`config.mk`:
```
export PLATFORM = sky130hd
export DESIGN_NAME = nonpreemptive_priority_scheduler_flat
export DESIGN_NICKNAME = d
export VERILOG_FILES = /design/src/sv/nps_pkg.sv /design/src/sv/nps_ifs.sv /design/src/sv/nps_scan.sv /design/src/sv/nonpreemptive_priority_scheduler.sv /design/src/flat_wrapper.sv
export VERILOG_INCLUDE_DIRS = /design/src /design/src/sv
export SDC_FILE = /design/constraint.sdc
export NUM_CORES = 1
export LEC_CHECK = 0
export ABC_CLOCK_PERIOD_IN_PS = 10300
export BUFFER_PORTS_ARGS = -buffer_cell sky130_fd_sc_hd__buf_2
export CAP_MARGIN = 20
export CORE_MARGIN = 10
export CORE_UTILIZATION = 61
export CTS_CLUSTER_SIZE = 20
export DETAILED_ROUTE_END_ITERATION = 8
export GPL_ROUTABILITY_DRIVEN = 0
export PLACE_DENSITY_LB_ADDON = 0.15
export SLEW_MARGIN = 20
export SYNTH_ARGS = -nofsm -noshare
export SYNTH_HDL_FRONTEND = slang
export SYNTH_HIERARCHICAL = 1
export SYNTH_SLANG_ARGS = --single-unit
```
`constraint.sdc`:
```
create_clock -name clk -period 10.3 [get_ports clk]
set_input_delay 0.515 -clock clk [delete_from_list [all_inputs] [get_ports clk]]
set_output_delay 0.515 -clock clk [all_outputs]
set_load 0.02 [all_outputs]
```
`src/sv/assert_macros.svh`:
```
// Assertion macros used by the scheduler top level to check its own logic.
`ifndef ASSERT_MACROS_SVH
`define ASSERT_MACROS_SVH

// Condition must hold at every clock edge outside reset.
`define NPS_ASSERT(name, cond, msg) \
	name: assert property (@(posedge clk) disable iff (!arst_n) (cond)) else $error(msg);

// Consequent must hold in the cycle after the antecedent.
`define NPS_ASSERT_NEXT(name, ante, cons, msg) \
	name: assert property (@(posedge clk) disable iff (!arst_n) (ante) |=> (cons)) \
		else $error(msg);

`endif

```
`src/sv/nps_pkg.sv`:
```
// Types and constants of the nonpreemptive priority scheduler.
`default_nettype none
package nps_pkg;

	localparam int ARR_W   = 16;
	localparam int BURST_W = 16;
	localparam int PRIO_W  = 8;
	localparam int ID_W    = 6;
	localparam int TIME_W  = 23;
	localparam int SUM_W   = 29;

	localparam logic [TIME_W-1:0] TIME_MAX = {TIME_W{1'b1}};
	localparam logic [SUM_W-1:0]  SUM_MAX  = {SUM_W{1'b1}};

	// One stored process record.
	typedef struct packed {
		logic [ARR_W-1:0]   arrival;
		logic [BURST_W-1:0] burst;
		logic [PRIO_W-1:0]  prio;
	} rec_t;

	// Control from the sequencer to the selection unit.
	typedef struct packed {
		logic              start;
		logic              vld;
		logic              fin;
		logic [ID_W-1:0]   idx;
		rec_t              rec;
		logic [TIME_W-1:0] now;
	} scan_ctl_t;

	// Outcome of one scan over the record memory.
	typedef struct packed {
		logic             has_pick;
		logic [ID_W-1:0]  pick_idx;
		rec_t             pick;
		logic [ARR_W-1:0] next_arr;
	} scan_st_t;

endpackage
`default_nettype wire

```
`src/sv/nps_ifs.sv`:
```
// Record and result channel interfaces of the scheduler.
`default_nettype none
interface nps_rec_if;
	logic                          valid;
	logic                          ready;
	logic [nps_pkg::ARR_W-1:0]     arrival_time;
	logic [nps_pkg::BURST_W-1:0]   burst_time;
	logic [nps_pkg::PRIO_W-1:0]    priority_level;
	logic                          last_record;

	modport source (output valid, arrival_time, burst_time, priority_level, last_record,
		input ready);
	modport sink (input valid, arrival_time, burst_time, priority_level, last_record,
		output ready);
endinterface

interface nps_res_if;
	logic                          valid;
	logic                          ready;
	logic [nps_pkg::ID_W-1:0]      process_id;
	logic [nps_pkg::TIME_W-1:0]    completion_time;
	logic [nps_pkg::TIME_W-1:0]    turnaround_time;
	logic [nps_pkg::TIME_W-1:0]    waiting_time;
	logic [nps_pkg::SUM_W-1:0]     total_turnaround;
	logic [nps_pkg::SUM_W-1:0]     total_waiting;
	logic                          last_result;

	modport source (output valid, process_id, completion_time, turnaround_time,
		waiting_time, total_turnaround, total_waiting, last_result, input ready);
	modport sink (input valid, process_id, completion_time, turnaround_time,
		waiting_time, total_turnaround, total_waiting, last_result, output ready);
endinterface
`default_nettype wire

```
`src/sv/nps_scan.sv`:
```
// Selection unit: tracks the best ready record and the next arrival over one scan.
`default_nettype none
module nps_scan (
	input  wire                     clk,
	input  wire                     arst_n,
	input  wire nps_pkg::scan_ctl_t ctl,
	output nps_pkg::scan_st_t       st
);

	logic                          has_q;
	logic [nps_pkg::ID_W-1:0]      idx_q;
	nps_pkg::rec_t                 best_q;
	logic [nps_pkg::ARR_W-1:0]     next_q;
	logic                          ready_now;
	logic                          better;

	assign ready_now = {{(nps_pkg::TIME_W-nps_pkg::ARR_W){1'b0}}, ctl.rec.arrival} <= ctl.now;
	// Lower priority number wins, then earlier arrival; equal keeps earlier load order.
	assign better = !has_q || (ctl.rec.prio < best_q.prio) ||
		((ctl.rec.prio == best_q.prio) && (ctl.rec.arrival < best_q.arrival));

	always_ff @(posedge clk or negedge arst_n) begin
		if (!arst_n) begin
			has_q  <= 1'b0;
			idx_q  <= '0;
			best_q <= '0;
			next_q <= '1;
		end else if (ctl.start) begin
			has_q  <= 1'b0;
			next_q <= '1;
		end else if (ctl.vld && !ctl.fin) begin
			if (ready_now) begin
				if (better) begin
					has_q  <= 1'b1;
					idx_q  <= ctl.idx;
					best_q <= ctl.rec;
				end
			end else if (ctl.rec.arrival < next_q) begin
				next_q <= ctl.rec.arrival;
			end
		end
	end

	assign st.has_pick = has_q;
	assign st.pick_idx = idx_q;
	assign st.pick     = best_q;
	assign st.next_arr = next_q;

endmodule
`default_nettype wire

```
`src/sv/nonpreemptive_priority_scheduler.sv`:
```
// Top level: record memory, scheduling sequencer and result register.
//
//  channel | dir | transaction
//  rec     | in  | one process record, last_record starts the pass
//  res     | out | one completed process with running totals
//
// Records load in one cycle each while the block is in its load phase.
// Each scheduling decision scans the record memory, one read per cycle,
// then steps through the arithmetic states CALC1 to CALC4 and waits in the
// emit state until the result is handed over. An idle gap costs one extra scan.
// Reset clears control state only; the memory is not cleared.
`default_nettype none
`include "assert_macros.svh"
module nonpreemptive_priority_scheduler #(
	parameter int MAX_PROCS = 16
) (
	input wire        clk,
	input wire        arst_n,
	nps_rec_if.sink   rec,
	nps_res_if.source res
);

	localparam int AW = (MAX_PROCS > 1) ? $clog2(MAX_PROCS) : 1;
	localparam int CW = $clog2(MAX_PROCS + 1);

	typedef enum logic [2:0] {
		ST_LOAD, ST_SCAN, ST_CALC1, ST_CALC2, ST_CALC3, ST_CALC4, ST_EMIT
	} state_t;

	state_t                          state_q;
	logic [CW-1:0]                   cnt_q;
	logic [CW-1:0]                   iss_q;
	logic [CW-1:0]                   done_q;
	logic                            start_q;
	logic                            vld_s1;
	logic [nps_pkg::ID_W-1:0]        idx_s1;
	nps_pkg::rec_t                   rd_s1;
	nps_pkg::rec_t                   mem_q [MAX_PROCS];
	logic [MAX_PROCS-1:0]            fin_q;
	logic [nps_pkg::TIME_W-1:0]      time_q;
	logic [nps_pkg::SUM_W-1:0]       sum_t_q;
	logic [nps_pkg::SUM_W-1:0]       sum_w_q;
	logic [nps_pkg::TIME_W-1:0]      comp_q;
	logic [nps_pkg::TIME_W-1:0]      tat_q;
	logic [nps_pkg::TIME_W-1:0]      wt_q;

	logic                            out_vld_q;
	logic [nps_pkg::ID_W-1:0]        out_id_q;
	logic [nps_pkg::TIME_W-1:0]      out_comp_q;
	logic [nps_pkg::TIME_W-1:0]      out_tat_q;
	logic [nps_pkg::TIME_W-1:0]      out_wt_q;
	logic [nps_pkg::SUM_W-1:0]       out_tt_q;
	logic [nps_pkg::SUM_W-1:0]       out_tw_q;
	logic                            out_last_q;

	logic                            rec_fire;
	logic                            res_fire;
	logic                            has_room;
	logic                            rd_en;
	logic                            scan_end;
	logic                            start_nxt;
	nps_pkg::scan_ctl_t              sctl;
	nps_pkg::scan_st_t               sst;
	logic [nps_pkg::TIME_W:0]        comp_sum;
	logic [nps_pkg::TIME_W-1:0]      burst_x;
	logic [nps_pkg::SUM_W:0]         tsum;
	logic [nps_pkg::SUM_W:0]         wsum;
	logic                            times_ok;
	logic                            batch_clear;

	assign rec.ready = (state_q == ST_LOAD);
	assign rec_fire  = rec.valid && rec.ready;
	assign res_fire  = res.valid && res.ready;
	assign has_room  = (cnt_q < CW'(MAX_PROCS));
	assign rd_en     = (state_q == ST_SCAN) && (iss_q < cnt_q);
	assign scan_end  = (state_q == ST_SCAN) && (iss_q == cnt_q) && !vld_s1;
	// Start a scan after the final record, after an idle jump, or after a handed-over result.
	assign start_nxt = (rec_fire && rec.last_record) ||
		(scan_end && !sst.has_pick) ||
		((state_q == ST_EMIT) && res_fire && !out_last_q);

	// Record memory: one write port for loading, one registered read port for scans.
	always_ff @(posedge clk) begin
		if (rec_fire && has_room)
			mem_q[cnt_q[AW-1:0]] <= '{arrival: rec.arrival_time, burst: rec.burst_time,
				prio: rec.priority_level};
		if (rd_en)
			rd_s1 <= mem_q[iss_q[AW-1:0]];
	end

	assign sctl.start = start_q;
	assign sctl.vld   = vld_s1;
	assign sctl.fin   = fin_q[idx_s1[AW-1:0]];
	assign sctl.idx   = idx_s1;
	assign sctl.rec   = rd_s1;
	assign sctl.now   = time_q;

	nps_scan u_scan (
		.clk    (clk),
		.arst_n (arst_n),
		.ctl    (sctl),
		.st     (sst)
	);

	assign burst_x  = {{(nps_pkg::TIME_W-nps_pkg::BURST_W){1'b0}}, sst.pick.burst};
	assign comp_sum = {1'b0, time_q} + {1'b0, burst_x};
	assign tsum     = {1'b0, sum_t_q} + {{(nps_pkg::SUM_W-nps_pkg::TIME_W+1){1'b0}}, tat_q};
	assign wsum     = {1'b0, sum_w_q} + {{(nps_pkg::SUM_W-nps_pkg::TIME_W+1){1'b0}}, wt_q};

	always_ff @(posedge clk or negedge arst_n) begin
		if (!arst_n) begin
			state_q    <= ST_LOAD;
			cnt_q      <= '0;
			iss_q      <= '0;
			done_q     <= '0;
			start_q    <= 1'b0;
			vld_s1     <= 1'b0;
			idx_s1     <= '0;
			fin_q      <= '0;
			time_q     <= '0;
			sum_t_q    <= '0;
			sum_w_q    <= '0;
			comp_q     <= '0;
			tat_q      <= '0;
			wt_q       <= '0;
			out_vld_q  <= 1'b0;
			out_id_q   <= '0;
			out_comp_q <= '0;
			out_tat_q  <= '0;
			out_wt_q   <= '0;
			out_tt_q   <= '0;
			out_tw_q   <= '0;
			out_last_q <= 1'b0;
		end else begin
			start_q <= start_nxt;
			vld_s1  <= rd_en;
			idx_s1  <= nps_pkg::ID_W'(iss_q);
			case (state_q)
				ST_LOAD: begin
					if (rec_fire) begin
						// drop the record when the store is full
						if (has_room)
							cnt_q <= cnt_q + 1'b1;
						if (rec.last_record) begin
							state_q <= ST_SCAN;
							iss_q   <= '0;
							time_q  <= '0;
						end
					end
				end
				ST_SCAN: begin
					if (rd_en)
						iss_q <= iss_q + 1'b1;
					if (scan_end) begin
						if (sst.has_pick) begin
							state_q <= ST_CALC1;
						end else begin
							// idle processor: jump to the next arrival and rescan
							time_q  <= {{(nps_pkg::TIME_W-nps_pkg::ARR_W){1'b0}},
								sst.next_arr};
							iss_q   <= '0;
						end
					end
				end
				ST_CALC1: begin
					comp_q  <= comp_sum[nps_pkg::TIME_W] ? nps_pkg::TIME_MAX :
						comp_sum[nps_pkg::TIME_W-1:0];
					state_q <= ST_CALC2;
				end
				ST_CALC2: begin
					tat_q  <= comp_q - {{(nps_pkg::TIME_W-nps_pkg::ARR_W){1'b0}},
						sst.pick.arrival};
					time_q <= comp_q;
					fin_q[sst.pick_idx[AW-1:0]] <= 1'b1;
					state_q <= ST_CALC3;
				end
				ST_CALC3: begin
					wt_q    <= (tat_q >= burst_x) ? tat_q - burst_x : '0;
					sum_t_q <= (tsum > {1'b0, nps_pkg::SUM_MAX}) ? nps_pkg::SUM_MAX :
						tsum[nps_pkg::SUM_W-1:0];
					state_q <= ST_CALC4;
				end
				ST_CALC4: begin
					sum_w_q    <= (wsum > {1'b0, nps_pkg::SUM_MAX}) ? nps_pkg::SUM_MAX :
						wsum[nps_pkg::SUM_W-1:0];
					out_tw_q   <= (wsum > {1'b0, nps_pkg::SUM_MAX}) ? nps_pkg::SUM_MAX :
						wsum[nps_pkg::SUM_W-1:0];
					out_tt_q   <= sum_t_q;
					out_id_q   <= sst.pick_idx;
					out_comp_q <= comp_q;
					out_tat_q  <= tat_q;
					out_wt_q   <= wt_q;
					out_last_q <= (CW'(done_q + 1'b1) == cnt_q);
					out_vld_q  <= 1'b1;
					state_q    <= ST_EMIT;
				end
				ST_EMIT: begin
					if (res_fire) begin
						out_vld_q <= 1'b0;
						if (out_last_q) begin
							// end of pass: clear the batch
							state_q <= ST_LOAD;
							cnt_q   <= '0;
							done_q  <= '0;
							fin_q   <= '0;
							time_q  <= '0;
							sum_t_q <= '0;
							sum_w_q <= '0;
						end else begin
							state_q <= ST_SCAN;
							done_q  <= done_q + 1'b1;
							iss_q   <= '0;
						end
					end
				end
				default: state_q <= ST_LOAD;
			endcase
		end
	end

	assign res.valid            = out_vld_q;
	assign res.process_id       = out_id_q;
	assign res.completion_time  = out_comp_q;
	assign res.turnaround_time  = out_tat_q;
	assign res.waiting_time     = out_wt_q;
	assign res.total_turnaround = out_tt_q;
	assign res.total_waiting    = out_tw_q;
	assign res.last_result      = out_last_q;

	assign times_ok    = (res.waiting_time <= res.turnaround_time) &&
		(res.turnaround_time <= res.completion_time);
	assign batch_clear = (cnt_q == '0) && (fin_q == '0) && rec.ready;

	`NPS_ASSERT(a_load_excl_emit, !(rec.ready && res.valid), "record taken while result pending")
	`NPS_ASSERT(a_cnt_bound, cnt_q <= CW'(MAX_PROCS), "record count beyond store depth")
	`NPS_ASSERT(a_time_order, !res.valid || times_ok, "result times out of order")
	`NPS_ASSERT_NEXT(a_pass_clear, res_fire && res.last_result, batch_clear, "batch not cleared")

endmodule
`default_nettype wire
```
`src/flat_wrapper.sv`:
```
// flat-port wrapper written by rule: the top's interface ports become plain ports
module nonpreemptive_priority_scheduler_flat 
#(
	parameter int MAX_PROCS = 16
)
  (clk, arst_n, rec_valid, rec_arrival_time, rec_burst_time, rec_priority_level, rec_last_record, rec_ready, res_valid, res_process_id, res_completion_time, res_turnaround_time, res_waiting_time, res_total_turnaround, res_total_waiting, res_last_result, res_ready);
  nps_rec_if rec_i ();
  nps_res_if res_i ();
  input wire clk;
  input wire arst_n;
  input wire logic [$bits(rec_i.valid)-1:0] rec_valid;
  input wire logic [$bits(rec_i.arrival_time)-1:0] rec_arrival_time;
  input wire logic [$bits(rec_i.burst_time)-1:0] rec_burst_time;
  input wire logic [$bits(rec_i.priority_level)-1:0] rec_priority_level;
  input wire logic [$bits(rec_i.last_record)-1:0] rec_last_record;
  output wire logic [$bits(rec_i.ready)-1:0] rec_ready;
  output wire logic [$bits(res_i.valid)-1:0] res_valid;
  output wire logic [$bits(res_i.process_id)-1:0] res_process_id;
  output wire logic [$bits(res_i.completion_time)-1:0] res_completion_time;
  output wire logic [$bits(res_i.turnaround_time)-1:0] res_turnaround_time;
  output wire logic [$bits(res_i.waiting_time)-1:0] res_waiting_time;
  output wire logic [$bits(res_i.total_turnaround)-1:0] res_total_turnaround;
  output wire logic [$bits(res_i.total_waiting)-1:0] res_total_waiting;
  output wire logic [$bits(res_i.last_result)-1:0] res_last_result;
  input wire logic [$bits(res_i.ready)-1:0] res_ready;
  assign rec_i.valid = rec_valid;
  assign rec_i.arrival_time = rec_arrival_time;
  assign rec_i.burst_time = rec_burst_time;
  assign rec_i.priority_level = rec_priority_level;
  assign rec_i.last_record = rec_last_record;
  assign rec_ready = rec_i.ready;
  assign res_valid = res_i.valid;
  assign res_process_id = res_i.process_id;
  assign res_completion_time = res_i.completion_time;
  assign res_turnaround_time = res_i.turnaround_time;
  assign res_waiting_time = res_i.waiting_time;
  assign res_total_turnaround = res_i.total_turnaround;
  assign res_total_waiting = res_i.total_waiting;
  assign res_last_result = res_i.last_result;
  assign res_i.ready = res_ready;
  nonpreemptive_priority_scheduler #(.MAX_PROCS(MAX_PROCS)) u_core (.clk(clk), .arst_n(arst_n), .rec(rec_i), .res(res_i));
endmodule
```
==> summary.log <==
qor: timing.tightest_slew 1.05 ns
qor: synthesis.syn_inst 3,381
qor: grt.grt_first_pass_wirelength 179,000 µm
qor: floorplan.start_util 0.614
qor: synthesis.synth_top_cell_by_area sky130_fd_sc_hd__edfxtp_1
qor: pwr.p_leak 20.9 nW
qor: critical_path.worst-path-max-fanout 66
qor: critical_path.cp.buffers_inverters 2
qor: floorplan.placementRows 102
qor: outcome.outcome completed
qor: min_path.holdPathStages 1
qor: timing.post-route-period-util 0.374
qor: timing.maxSlewViolCount 0
qor: timing.finalSetupViolCount 0
qor: layout.layout-drive-gt1-share 0.193
qor: critical_path.worst_setup_path_start u_core/iss_q[1]
qor: placement.dp_hpwl 70,600 µm
qor: synthesis.netlist_top_cells_count sky130_fd_sc_hd__edfxtp_1, sky130_fd_sc_hd__nand2_1, sky130_fd_sc_hd__dfrtp_1
qor: critical_path.cp-end-kind register
qor: clocking.cts_resized 0
qor: critical_path.crit_arrival 4.25 ns
qor: layout.synthesis_to_layout_area_growth 11.7%
qor: synthesis.synthArstFlopShare 0.364
qor: grt.groute.usage.overall 0.259
qor: synthesis.postSynthNetCount 3,590
qor: placement.portBuffers 180
qor: timing.period_needed 3.86 ns
qor: synthesis.synth_sequential_area_ratio 0.636
qor: timing.final_hold_viol_count 0
qor: critical_path.cp-start-kind register
qor: timing.setup-tns-final 0 ns
qor: drt.drtPass1Iterations 6
qor: critical_path.required 10.70 ns
qor: clocking.worst_setup_hold_path_clk_slew 0.06 ns
qor: drt.detail_route.vias_per_cell 6.18
qor: clocking.tritoncts done
qor: synthesis.synth.yosys.warnings 6
qor: min_path.holdCritStartpoint rec_burst_time[2]
qor: floorplan.dieArea 0.0893 mm²
qor: floorplan.die_h 299 µm
qor: placement.place_inst 4,488
qor: clocking.clk_sink_count 1,069
qor: timing.final.setup_skew 0.0484 ns
qor: critical_path.rr_endpoint u_core/rd_s1[19]
qor: pwr.total_power 15.0 mW
qor: floorplan.top_level_ports 181
qor: clocking.cts_post_setup_buffers_inserted 0
qor: critical_path.r2r_cells 4
qor: critical_path.timing.reg2reg.setup_slack 6.44 ns
qor: min_path.worstHoldPathType in2reg
qor: synthesis.synth_top_cells_by_area sky130_fd_sc_hd__edfxtp_1, sky130_fd_sc_hd__dfrtp_1, sky130_fd_sc_hd__mux4_2, sky130_fd_sc_hd__nand2_1, sky130_fd_sc_hd__ha_1
qor: timing.achievable-frequency 0.259 GHz
qor: layout.number_of_standard_cells_in_the_layout_taps_in_and_fillers_out 4,688
qor: synthesis.synth_area 0.0474 mm²
qor: timing.grt_setup_unrepaired false
qor: critical_path.critical_path.reg2reg.startpoint u_core/iss_q[1]
qor: drt.drt_drc_violations_left 0
qor: timing.fin_hold_ws 0.184 ns
qor: synthesis.yosys.area.top_type_share 0.431
qor: clocking.clock-root-buffer sky130_fd_sc_hd__clkbuf_16
qor: critical_path.cpLargestDelayFamily buffers and inverters
qor: drt.route.antenna.remaining_nets 0
qor: grt.initial_antenna_violation_count 6
qor: clocking.ctsLongestPathBuffers 3
qor: layout.final_nets 3,766
qor: pwr.irDropWorstVdd 191 µV
qor: clocking.cts_made_buffers 105
qor: grt.grt_overflow_total 0
qor: clocking.clock_latency 0.70 ns
qor: floorplan.core_area 0.0772 mm²
qor: flow_run.number_of_maximum_capacitance_constraint_violations 0
qor: synthesis.ys_ff_latch 1,069
qor: drt.dr_total_vias 29,000
qor: clocking.cts.htree.levels 3
qor: synthesis.post_synth.cell_area_avg 14.0 µm²
qor: critical_path.critPathMaxStageDelay 0.90 ns
qor: floorplan.die-width 299 µm
qor: synthesis.synth_most_common_cell sky130_fd_sc_hd__edfxtp_1
qor: grt.grt_max_degree 129
qor: critical_path.timing.critical_path.slowest_stage_cell sky130_fd_sc_hd__buf_4
qor: critical_path.worstPathCellList buf_4 > buf_4 > mux4_2 > mux4_2
qor: drt.detail_route.wl_per_cell 24.7 µm
qor: drt.routed_wirelength 116,000 µm
qor: synthesis.yosysUniqueCellTypes 91
qor: synthesis.synth-edff-count 680
qor: grt.via_count_of_the_first_global_routing_pass 29,500
qor: timing.worst_slew_margin_rel 0.302
qor: critical_path.critPathKind reg2reg
qor: synthesis.synth_flop_cell sky130_fd_sc_hd__edfxtp_1
qor: min_path.holdPathEnd u_core/mem_q[3][10]
qor: pwr.pwr_density_cell 284 mW/mm²
qor: drt.number_of_drc_markers_in_iteration_0 2,633
==> stage by stage <==
step                      area (µm²)  worst slack, ns   util
after CTS                      52900             6.48  0.685
final                          53000             6.44  0.686
after floorplan                47400             3.67      -
after global placement         49300             6.65  0.639
after detailed placement       49300             6.56  0.639
after global routing           53000             6.34  0.686
==> layout make-up <==
class                      count  area, µm²
sequential                  1069      30200
fill                        5202      24200
multi-input combinational   2032      16200
clock buffer                 131       2840
tap                         1040       1300
timing repair buffer         215       1220
clock inverter                65        747
inverter                     134        503
antenna                        2       5.00
==> worst reg2reg max path, stage by stage (launching register included) <==
cell and delay [ns]:
sky130_fd_sc_hd__dfrtp_4 0.76, sky130_fd_sc_hd__buf_4 0.88, sky130_fd_sc_hd__buf_4 0.97, sky130_fd_sc_hd__mux4_2 0.49, sky130_fd_sc_hd__mux4_2 0.48
==> cell usage in the layout, fill, tap and decap left out, drive strengths merged, types with 26 or more instances in the layout <==
cell type,Yosys,routed
ha,159,159
nor3,46,46
nand2,567,567
mux2,46,46
dfrtp,373,373
nand3,39,39
a21o,55,55
xor2,41,41
o21ai,155,155
clkbuf,109,131
buf,37,214
nor2,156,156
inv,134,137
o31ai,26,26
mux4,205,205
and3,26,26
edfxtp,680,680
a21oi,141,141
clkinv,0,42
xnor2,58,58
==> sequential cells by signal, indices dropped and copies added, names as in the netlist, 23 cells and up <==
signal / cells
u_core/comp_q: 23
u_core/mem_q: 640
u_core/rd_s1: 40
u_core/res.completion_time: 23
u_core/res.total_turnaround: 29
u_core/res.total_waiting: 29
u_core/res.turnaround_time: 23
u_core/res.waiting_time: 23
u_core/sum_t_q: 29
u_core/sum_w_q: 29
u_core/tat_q: 23
u_core/time_q: 23
u_core/u_scan/st: 40
u_core/wt_q: 23
==> where the power goes <==
group	switching, mW	total (mW)	internal (mW)
Combinational	2.93	5.12	2.19
Sequential	0.751	5.97	5.22
Clock	1.67	3.94	2.27
==> worst max path at each step <==
| stage | endpoint | cells past startpoint |
|---|---|---|
| after floorplan | u_core/iss_q[3] | 12 |
| after global placement | u_core/rd_s1[16] | 4 |
| after detailed placement | u_core/rd_s1[33] | 4 |
| after CTS | u_core/rd_s1[19] | 4 |
| after global routing | u_core/rd_s1[19] | 4 |
| final | u_core/rd_s1[19] | 4 |
==> kinds of logic after synthesis <==
kind of cell | count (synthesis) | synth area share
DFF | 1069 | 0.636
and+or+nand+nor | 959 | 0.0873
AOI/OAI and AO/OA | 535 | 0.0729
buffers and inverters | 280 | 0.0250
muxes | 274 | 0.116
adders and majority gates | 164 | 0.0441
xor gates and xnor gates | 99 | 0.0183
other | 1 | 0.0000791
==> per-layer routing <==
metal / global-route usage / wire [µm] / up-vias
li1: - / - / 12900
met5: 0 / 26 / -
met1: 0.329 / 44800 / 14700
met3: 0.0373 / 7060 / 283
met2: 0.444 / 58900 / 1125
met4: 0.109 / 5210 / 4
==> timing repair <==
| item | in CTS | in global routing |
|---|---|---|
| endpoints found under the hold margin | 100 | 0 |
| endpoints found under the setup margin | 0 | 0 |
| hold buffers | 1 | 0 |
(Power assumes the default switching activity.)
